<file path="src/hw/rtl/dips_pkg.sv">
// Shared types and codes for the dual-issue port scoreboard.
// No dependencies; used by every module under hw/rtl.
package dips_pkg;

    localparam int TIME_BITS_DEF    = 32;
    localparam int LATENCY_BITS_DEF = 8;

    // Input beat
    typedef struct packed {
        logic        action;
        logic [31:0] cycle_now;
        logic [1:0]  slot_class;
        logic [3:0]  port_class;
        logic [7:0]  unit_latency;
    } dips_in_t;

    // Result beat
    typedef struct packed {
        logic       issued;
        logic [2:0] unit_chosen;
    } dips_out_t;

    // Execution unit codes
    typedef enum logic [2:0] {
        UNIT_NONE = 3'd0,
        UNIT_MUL  = 3'd1,
        UNIT_DIV  = 3'd2,
        UNIT_SIM0 = 3'd3,
        UNIT_SIM1 = 3'd4
    } unit_t;

    // Actions
    localparam logic ACT_NEW_CYCLE = 1'b0;
    localparam logic ACT_ISSUE     = 1'b1;

    // Slot classes
    localparam logic [1:0] SC_BOTH = 2'd0;
    localparam logic [1:0] SC_S0   = 2'd1;
    localparam logic [1:0] SC_S1   = 2'd2;
    localparam logic [1:0] SC_ANY  = 2'd3;

    // Port classes (anything above PC_NONE behaves as none)
    localparam logic [3:0] PC_BR       = 4'd0;
    localparam logic [3:0] PC_BR_INT   = 4'd1;
    localparam logic [3:0] PC_INT_ANY  = 4'd2;
    localparam logic [3:0] PC_SIM0     = 4'd3;
    localparam logic [3:0] PC_SIM1     = 4'd4;
    localparam logic [3:0] PC_SIM_ANY  = 4'd5;
    localparam logic [3:0] PC_LDST     = 4'd6;
    localparam logic [3:0] PC_INT0     = 4'd7;
    localparam logic [3:0] PC_INT1     = 4'd8;
    localparam logic [3:0] PC_LDST_INT = 4'd9;
    localparam logic [3:0] PC_NONE     = 4'd10;

    // Port flag bit positions
    localparam int PF_BR   = 0;
    localparam int PF_INT0 = 1;
    localparam int PF_INT1 = 2;
    localparam int PF_SIM0 = 3;
    localparam int PF_SIM1 = 4;
    localparam int PF_LDST = 5;

endpackage

</file>
<file path="src/hw/rtl/dips_sched.sv">
// Slot/port claim logic and unit busy-until state of the scoreboard.
// Depends on dips_pkg. Evaluates one beat per cycle while step is high and updates state at once.
module dips_sched #(
    parameter int TIME_BITS    = dips_pkg::TIME_BITS_DEF,
    parameter int LATENCY_BITS = dips_pkg::LATENCY_BITS_DEF
) (
    input  logic                aclk,
    input  logic                aresetn,
    input  logic                step,
    input  dips_pkg::dips_in_t  in_data,
    output dips_pkg::dips_out_t res_data
);

    localparam int LAT_EFF = (LATENCY_BITS < 8) ? LATENCY_BITS : 8;
    localparam logic [7:0] LAT_MASK = 8'((9'(1) << LAT_EFF) - 9'(1));
    localparam logic [TIME_BITS-1:0] TIME_MAX = {TIME_BITS{1'b1}};

    logic [1:0]           slot_reg;
    logic [5:0]           port_reg;
    logic [TIME_BITS-1:0] cur_reg;
    logic [TIME_BITS-1:0] busy_reg [4];

    logic                 slot_ok;
    logic [1:0]           slot_new;
    logic                 port_ok;
    logic [5:0]           port_new;
    dips_pkg::unit_t      unit;
    logic                 ints_full;
    logic                 simd_full;
    dips_pkg::unit_t      int_unit;
    logic [5:0]           int_bits;
    dips_pkg::unit_t      sim_unit;
    logic [5:0]           sim_bits;
    logic [1:0]           uidx;
    logic                 unit_busy;
    logic [7:0]           lat;
    logic [TIME_BITS:0]   sum;
    logic [TIME_BITS-1:0] busy_new;

    // Slot claim
    always_comb begin
        slot_ok  = 1'b1;
        slot_new = slot_reg;
        unique case (in_data.slot_class)
            dips_pkg::SC_BOTH: begin
                slot_ok  = (slot_reg == 2'b00);
                slot_new = 2'b11;
            end
            dips_pkg::SC_S0: begin
                slot_ok  = !slot_reg[0];
                slot_new = slot_reg | 2'b01;
            end
            dips_pkg::SC_S1: begin
                slot_ok  = !slot_reg[1];
                slot_new = slot_reg | 2'b10;
            end
            default: begin
                slot_ok  = (slot_reg != 2'b11);
                slot_new = slot_reg | (slot_reg[0] ? 2'b10 : 2'b01);
            end
        endcase
    end

    // Preferred integer / simd port within a pair
    always_comb begin
        ints_full = port_reg[dips_pkg::PF_INT0] && port_reg[dips_pkg::PF_INT1];
        simd_full = port_reg[dips_pkg::PF_SIM0] && port_reg[dips_pkg::PF_SIM1];
        int_bits  = '0;
        sim_bits  = '0;
        if (port_reg[dips_pkg::PF_INT0]) begin
            int_unit = dips_pkg::UNIT_DIV;
            int_bits[dips_pkg::PF_INT1] = 1'b1;
        end else begin
            int_unit = dips_pkg::UNIT_MUL;
            int_bits[dips_pkg::PF_INT0] = 1'b1;
        end
        if (port_reg[dips_pkg::PF_SIM0]) begin
            sim_unit = dips_pkg::UNIT_SIM1;
            sim_bits[dips_pkg::PF_SIM1] = 1'b1;
        end else begin
            sim_unit = dips_pkg::UNIT_SIM0;
            sim_bits[dips_pkg::PF_SIM0] = 1'b1;
        end
    end

    // Port claim by class
    always_comb begin
        port_ok  = 1'b1;
        port_new = port_reg;
        unit     = dips_pkg::UNIT_NONE;
        unique case (in_data.port_class)
            dips_pkg::PC_BR: begin
                port_ok = !port_reg[dips_pkg::PF_BR];
                port_new[dips_pkg::PF_BR] = 1'b1;
            end
            dips_pkg::PC_BR_INT: begin
                port_ok  = !port_reg[dips_pkg::PF_BR] && !ints_full;
                port_new = port_reg | int_bits;
                port_new[dips_pkg::PF_BR] = 1'b1;
                unit     = int_unit;
            end
            dips_pkg::PC_INT_ANY: begin
                port_ok  = !ints_full;
                port_new = port_reg | int_bits;
                unit     = int_unit;
            end
            dips_pkg::PC_SIM0: begin
                port_ok = !port_reg[dips_pkg::PF_SIM0];
                port_new[dips_pkg::PF_SIM0] = 1'b1;
                unit    = dips_pkg::UNIT_SIM0;
            end
            dips_pkg::PC_SIM1: begin
                port_ok = !port_reg[dips_pkg::PF_SIM1];
                port_new[dips_pkg::PF_SIM1] = 1'b1;
                unit    = dips_pkg::UNIT_SIM1;
            end
            dips_pkg::PC_SIM_ANY: begin
                port_ok  = !simd_full;
                port_new = port_reg | sim_bits;
                unit     = sim_unit;
            end
            dips_pkg::PC_LDST: begin
                port_ok = !port_reg[dips_pkg::PF_LDST];
                port_new[dips_pkg::PF_LDST] = 1'b1;
            end
            dips_pkg::PC_INT0: begin
                port_ok = !port_reg[dips_pkg::PF_INT0];
                port_new[dips_pkg::PF_INT0] = 1'b1;
                unit    = dips_pkg::UNIT_MUL;
            end
            dips_pkg::PC_INT1: begin
                port_ok = !port_reg[dips_pkg::PF_INT1];
                port_new[dips_pkg::PF_INT1] = 1'b1;
                unit    = dips_pkg::UNIT_DIV;
            end
            dips_pkg::PC_LDST_INT: begin
                port_ok  = !port_reg[dips_pkg::PF_LDST] && !ints_full;
                port_new = port_reg | int_bits;
                port_new[dips_pkg::PF_LDST] = 1'b1;
                unit     = int_unit;
            end
            default: begin
                port_ok = 1'b1;   // none and unused codes: no port
            end
        endcase
    end

    // Unit busy check and saturating busy-until
    always_comb begin
        uidx      = 2'(3'(unit) - 3'd1);
        unit_busy = busy_reg[uidx] > cur_reg;
        lat       = in_data.unit_latency & LAT_MASK;
        sum       = {1'b0, cur_reg} + (TIME_BITS+1)'(lat);
        busy_new  = sum[TIME_BITS] ? TIME_MAX : sum[TIME_BITS-1:0];
    end

    // Result beat
    always_comb begin
        res_data.issued      = 1'b0;
        res_data.unit_chosen = dips_pkg::UNIT_NONE;
        if (in_data.action == dips_pkg::ACT_ISSUE && slot_ok && port_ok) begin
            res_data.unit_chosen = unit;
            res_data.issued      = (unit == dips_pkg::UNIT_NONE) || !unit_busy;
        end
    end

    // State update
    always_ff @(posedge aclk) begin
        if (!aresetn) begin
            slot_reg <= '0;
            port_reg <= '0;
            cur_reg  <= '0;
            for (int i = 0; i < 4; i++) begin
                busy_reg[i] <= '0;
            end
        end else if (step) begin
            if (in_data.action == dips_pkg::ACT_NEW_CYCLE) begin
                cur_reg  <= TIME_BITS'(in_data.cycle_now);
                slot_reg <= '0;
                port_reg <= '0;
            end else if (slot_ok && port_ok) begin
                slot_reg <= slot_new;
                port_reg <= port_new;
                if (unit != dips_pkg::UNIT_NONE && !unit_busy && lat != 8'd0) begin
                    busy_reg[uidx] <= busy_new;
                end
            end
        end
    end

endmodule

</file>
<file path="src/hw/rtl/dips_outbuf.sv">
// Two-entry result buffer (output register plus skid) for the scoreboard.
// Depends on dips_pkg. Keeps the input side open while a result is stalled.
module dips_outbuf (
    input  logic                aclk,
    input  logic                aresetn,
    input  logic                push,
    input  dips_pkg::dips_out_t push_data,
    output logic                can_push,
    output logic                m_valid,
    input  logic                m_ready,
    output dips_pkg::dips_out_t m_data
);

    logic                out_valid_reg;
    dips_pkg::dips_out_t out_data_reg;
    logic                skid_valid_reg;
    dips_pkg::dips_out_t skid_data_reg;
    logic                pop;

    assign pop      = out_valid_reg && m_ready;
    assign can_push = !skid_valid_reg;
    assign m_valid  = out_valid_reg;
    assign m_data   = out_data_reg;

    // Valid flags
    always_ff @(posedge aclk) begin
        if (!aresetn) begin
            out_valid_reg  <= 1'b0;
            skid_valid_reg <= 1'b0;
        end else begin
            if (pop) begin
                out_valid_reg  <= skid_valid_reg;
                skid_valid_reg <= 1'b0;
            end
            if (push) begin
                if (!out_valid_reg || pop) begin
                    out_valid_reg <= 1'b1;
                end else begin
                    skid_valid_reg <= 1'b1;
                end
            end
        end
    end

    // Payload
    always_ff @(posedge aclk) begin
        if (pop && skid_valid_reg) begin
            out_data_reg <= skid_data_reg;
        end
        if (push) begin
            if (!out_valid_reg || pop) begin
                out_data_reg <= push_data;
            end else begin
                skid_data_reg <= push_data;
            end
        end
    end

endmodule

</file>
<file path="src/hw/rtl/dual_issue_port_scoreboard_core.sv">
// Dual-issue port scoreboard, top level. Uses dips_pkg, dips_sched, dips_outbuf.
// The result beat is registered in dips_outbuf (output register, or skid while a result is stalled).
// Throughput: one beat per cycle while s_ready is high; the claim/busy check completes in that cycle.
// A two-entry result buffer keeps s_ready high while one result is stalled.
// Reset (aresetn low, synchronous) clears slots, ports, cycle and busy times.
module dual_issue_port_scoreboard_core #(
    parameter int TIME_BITS    = dips_pkg::TIME_BITS_DEF,
    parameter int LATENCY_BITS = dips_pkg::LATENCY_BITS_DEF
) (
    input  logic                aclk,
    input  logic                aresetn,
    input  logic                s_valid,
    output logic                s_ready,
    input  dips_pkg::dips_in_t  s_data,
    output logic                m_valid,
    input  logic                m_ready,
    output dips_pkg::dips_out_t m_data
);

    logic                step;
    dips_pkg::dips_out_t res_data;

    assign step = s_valid && s_ready;

    dips_sched #(
        .TIME_BITS    (TIME_BITS),
        .LATENCY_BITS (LATENCY_BITS)
    ) u_sched (
        .aclk     (aclk),
        .aresetn  (aresetn),
        .step     (step),
        .in_data  (s_data),
        .res_data (res_data)
    );

    dips_outbuf u_outbuf (
        .aclk      (aclk),
        .aresetn   (aresetn),
        .push      (step),
        .push_data (res_data),
        .can_push  (s_ready),
        .m_valid   (m_valid),
        .m_ready   (m_ready),
        .m_data    (m_data)
    );

endmodule
</file>
<file path="config.mk">
export PLATFORM = sky130hd
export DESIGN_NAME = dual_issue_port_scoreboard_core
export DESIGN_NICKNAME = d
export VERILOG_FILES = /design/src/hw/rtl/dips_pkg.sv /design/src/hw/rtl/dips_sched.sv /design/src/hw/rtl/dips_outbuf.sv /design/src/hw/rtl/dual_issue_port_scoreboard_core.sv
export SDC_FILE = /design/constraint.sdc
export NUM_CORES = 1
export LEC_CHECK = 0
export BUFFER_PORTS_ARGS = -buffer_cell sky130_fd_sc_hd__buf_4
export CAP_MARGIN = 25
export CORE_UTILIZATION = 55
export DETAILED_ROUTE_END_ITERATION = 6
export PLACE_DENSITY = 0.75
export SETUP_SLACK_MARGIN = 0.02
export SLEW_MARGIN = 5
export SYNTH_ARGS = -nofsm -noshare
export SYNTH_HDL_FRONTEND = slang
export SYNTH_HIERARCHICAL = 1
export SYNTH_SLANG_ARGS = --single-unit
</file>
<file path="constraint.sdc">
create_clock -name aclk -period 19.75 [get_ports aclk]
set_input_delay 0.9875 -clock aclk [delete_from_list [all_inputs] [get_ports aclk]]
set_output_delay 0.9875 -clock aclk [all_outputs]
set_load 0.01 [all_outputs]
</file>
==> out/metrics.cfg <==
[cells_and_area]
num-nets-final=1011
drive_gt1_frac=0.171
fillerInstances=1340
final_cells=1151
flip_flop_count_of_the_largest_register_after_layout=128
relative_area_change_from_synthesis_to_final_layout_pct=11.9
antenna_cells=0

[sta]
fin_tns_setup_ns=0
timing.slew.headroom=0.300
post-route-period-util=0.365
finalMaxSlewViolations=0
final.min_clock_period_ns=7.20
final_hold_violations=0
maximum_achievable_frequency_mhz=139
unrepaired_setup_endpoints_after_global_routing=false
post-route-worst-setup-slack_ns=12.55
clock-skew-final_ns=0.0124
max_slew.worst_pin.slew_ns=1.05
setup_violators_final=0
worst_hold_slack_ns=0.477

[synth]
yosys-top-cells-count=sky130_fd_sc_hd__edfxtp_1, sky130_fd_sc_hd__a21oi_1, sky130_fd_sc_hd__nand2_1
yosysMostFrequentCell=sky130_fd_sc_hd__edfxtp_1
most_frequently_used_flop_master_after_synthesis=sky130_fd_sc_hd__edfxtp_1
synth_top_cells_by_area=sky130_fd_sc_hd__edfxtp_1, sky130_fd_sc_hd__dfxtp_1, sky130_fd_sc_hd__mux4_2
avgSynthCellArea_um2=10.9
synth_fp_nets=969
yosysUniqueCellTypes=75
post_synth_edffs=132
flip_flop_and_latch_count_after_synthesis=178
synthDominantAreaCellType=sky130_fd_sc_hd__edfxtp_1
netlist.area_leader.share=0.415
ys.warnings.count=6
synth.cell_area_um2=9550
synth_seq_area_share=0.512
synthCells=876
synth_async_sr_flop_share=0

[floorplanning]
floorplan.io_pins=57
floorplan.initialDensity=0.570
die_width_um=134
std_cell_rows=47
die_y_um=134
core-area_um2=16800
dieArea_um2=17900

[global_routing]
grt_max_degree=36
global_route.usage.total=0.274
antenna_violations_before_repair=0
grt_pass1_vias=6694
gr-total-overflow=0
grt_first_pass_wirelength_um=36500

[pwr]
power.static_leakage_nw=3.72
power.switching_fraction=0.271
clock_power_share=0.344
ir_worst_vdd_mv=0.0621
power.internal_mw=0.640
cellPowerDensity_nw_per_um2=82.2
share_seq_of_total_power=0.488
p_comb_frac=0.168
power_switching_mw=0.237

[routing]
met3WireLength_um=1980
drt-initial-drc-count=737
routed_wl_um=23400
wl_per_cell_um=20.3
via_count=7058
highest_layer=met4
wl_met2_um=11100
route.antenna.remaining_nets=0
drc_errors=0
sum_of_routed_wire_segments_on_met1_um=9880
firstDrtPassIters=5
vias_per_cell=6.13

[placed_design]
gpl.final_weighted_congestion=0.876
io_buffers=56
dp_slack_ns=12.15
post-place-cells=1119
dp_hpwl_um=16000

[run]
max_cap_viol_count=0

[setup_path]
criticalPathCategory=input pin to flip-flop
cp_max_fo=35
endpoint_kind=flip-flop
cp.required_ns=19.86
cp.arrival_ns=7.31
worstSetupStartpointType=input pin

[clock_tree]
ctsResizeCount=0
hold_buffers=0
clk_transition_reported_paths_ns=0.06
cts_setup_buffers=0
worst_skew_pair.late_latency_ns=0.43
clock_sink_count=178
total_cts_buffers=17
cts-root-buf=sky130_fd_sc_hd__clkbuf_16
tritoncts=done
cts.htree.levels=4
clockBufferDepth=2

[status]
run_status=complete, no violations

[worst_hold_path]
holdCritPathClass=flip-flop to flip-flop

layout by cell type, fill, tap and decap left out, types with 8 or more instances in the layout:
master,Yosys,routed
sky130_fd_sc_hd__dfxtp_1,46,46
sky130_fd_sc_hd__o21a_1,11,11
sky130_fd_sc_hd__a21oi_1,131,131
sky130_fd_sc_hd__ha_1,41,41
sky130_fd_sc_hd__xnor2_1,8,8
sky130_fd_sc_hd__nand2_1,105,105
sky130_fd_sc_hd__clkbuf_16,0,17
sky130_fd_sc_hd__inv_1,40,40
sky130_fd_sc_hd__nor4_1,15,15
sky130_fd_sc_hd__nand4_1,15,15
sky130_fd_sc_hd__edfxtp_1,132,132
sky130_fd_sc_hd__nor3_1,25,25
sky130_fd_sc_hd__o21ai_0,15,14
sky130_fd_sc_hd__mux2_2,8,8
sky130_fd_sc_hd__mux4_2,32,32
sky130_fd_sc_hd__buf_4,10,69
sky130_fd_sc_hd__nor2_1,96,96
layer usage:
layer	vias up	track usage
met5	-	0
met4	0	0.0758
met3	28	0.0666
met2	329	0.435
met1	3361	0.374
li1	3340	-
kinds of logic (layout without fill, tap and decap cells):
group	Yosys count	after routing	share of synthesized area
buffers and inverters	89	144	0.0421
AND/OR/NAND/NOR	304	304	0.157
flip-flops	178	178	0.512
XOR/XNOR	12	12	0.0110
multiplexers	44	44	0.0891
adder cells (fa/ha/maj)	43	43	0.0569
AO/OA/AOI/OAI	206	206	0.132
worst max-delay path: stages:
cell                       delay (ns)
sky130_fd_sc_hd__buf_4           0.17
sky130_fd_sc_hd__nand2b_1        0.21
sky130_fd_sc_hd__a21boi_0        0.18
sky130_fd_sc_hd__o32ai_4         0.22
sky130_fd_sc_hd__buf_4           0.57
sky130_fd_sc_hd__inv_1           0.26
sky130_fd_sc_hd__ha_1            0.36
sky130_fd_sc_hd__clkinv_1        0.05
sky130_fd_sc_hd__buf_4           0.42
sky130_fd_sc_hd__mux4_2          0.39
sky130_fd_sc_hd__ha_1            0.36
sky130_fd_sc_hd__nand4_1         0.18
sky130_fd_sc_hd__or4_1           0.60
sky130_fd_sc_hd__or3_1           0.39
sky130_fd_sc_hd__o21ai_4         0.16
sky130_fd_sc_hd__nand4_4         0.52
sky130_fd_sc_hd__nand2_1         0.82
sky130_fd_sc_hd__buf_4           0.39
cell type report:
class	instances	area, um^2	area share
clock buffer	19	433	0.0405
tap	220	275	0.0258
timing repair buffer	70	546	0.0511
clock inverter	13	90.1	0.00844
multi-input combinational	609	4290	0.402
inverter	42	158	0.0148
sequential	178	4880	0.457
final timing paths:
path / start / slack [ns] / end / depth (start not counted)
max: s_data[9] / 12.55 / u_sched/busy_reg[2][29] / 18
min: u_sched/port_reg[4] / 0.48 / u_sched/port_reg[4] / 1
max reg2reg: u_sched/port_reg[1] / 13.23 / u_sched/busy_reg[2][29] / 15
min reg2reg: u_sched/port_reg[4] / 0.48 / u_sched/port_reg[4] / 1
through the flow:
stage	util	total power, mW	area, um^2
global placement	0.604	0.576	10100
detailed placement	0.606	0.581	10200
CTS	0.637	0.883	10700
finish	0.637	0.877	10700
global route	0.637	0.912	10700
floorplan	-	0.535	9550
power groups by stage:
| stage | clock (mW) | sequential (mW) | combinational, mW |
|---|---|---|---|
| after floorplan | 0 | 0.433 | 0.103 |
| after global placement | 0 | 0.436 | 0.140 |
| after detailed placement | 0 | 0.436 | 0.145 |
| after CTS | 0.308 | 0.428 | 0.147 |
| after global routing | 0.321 | 0.430 | 0.161 |
| final | 0.302 | 0.428 | 0.147 |
No activity file was read; power rests on OpenSTA's default activity.
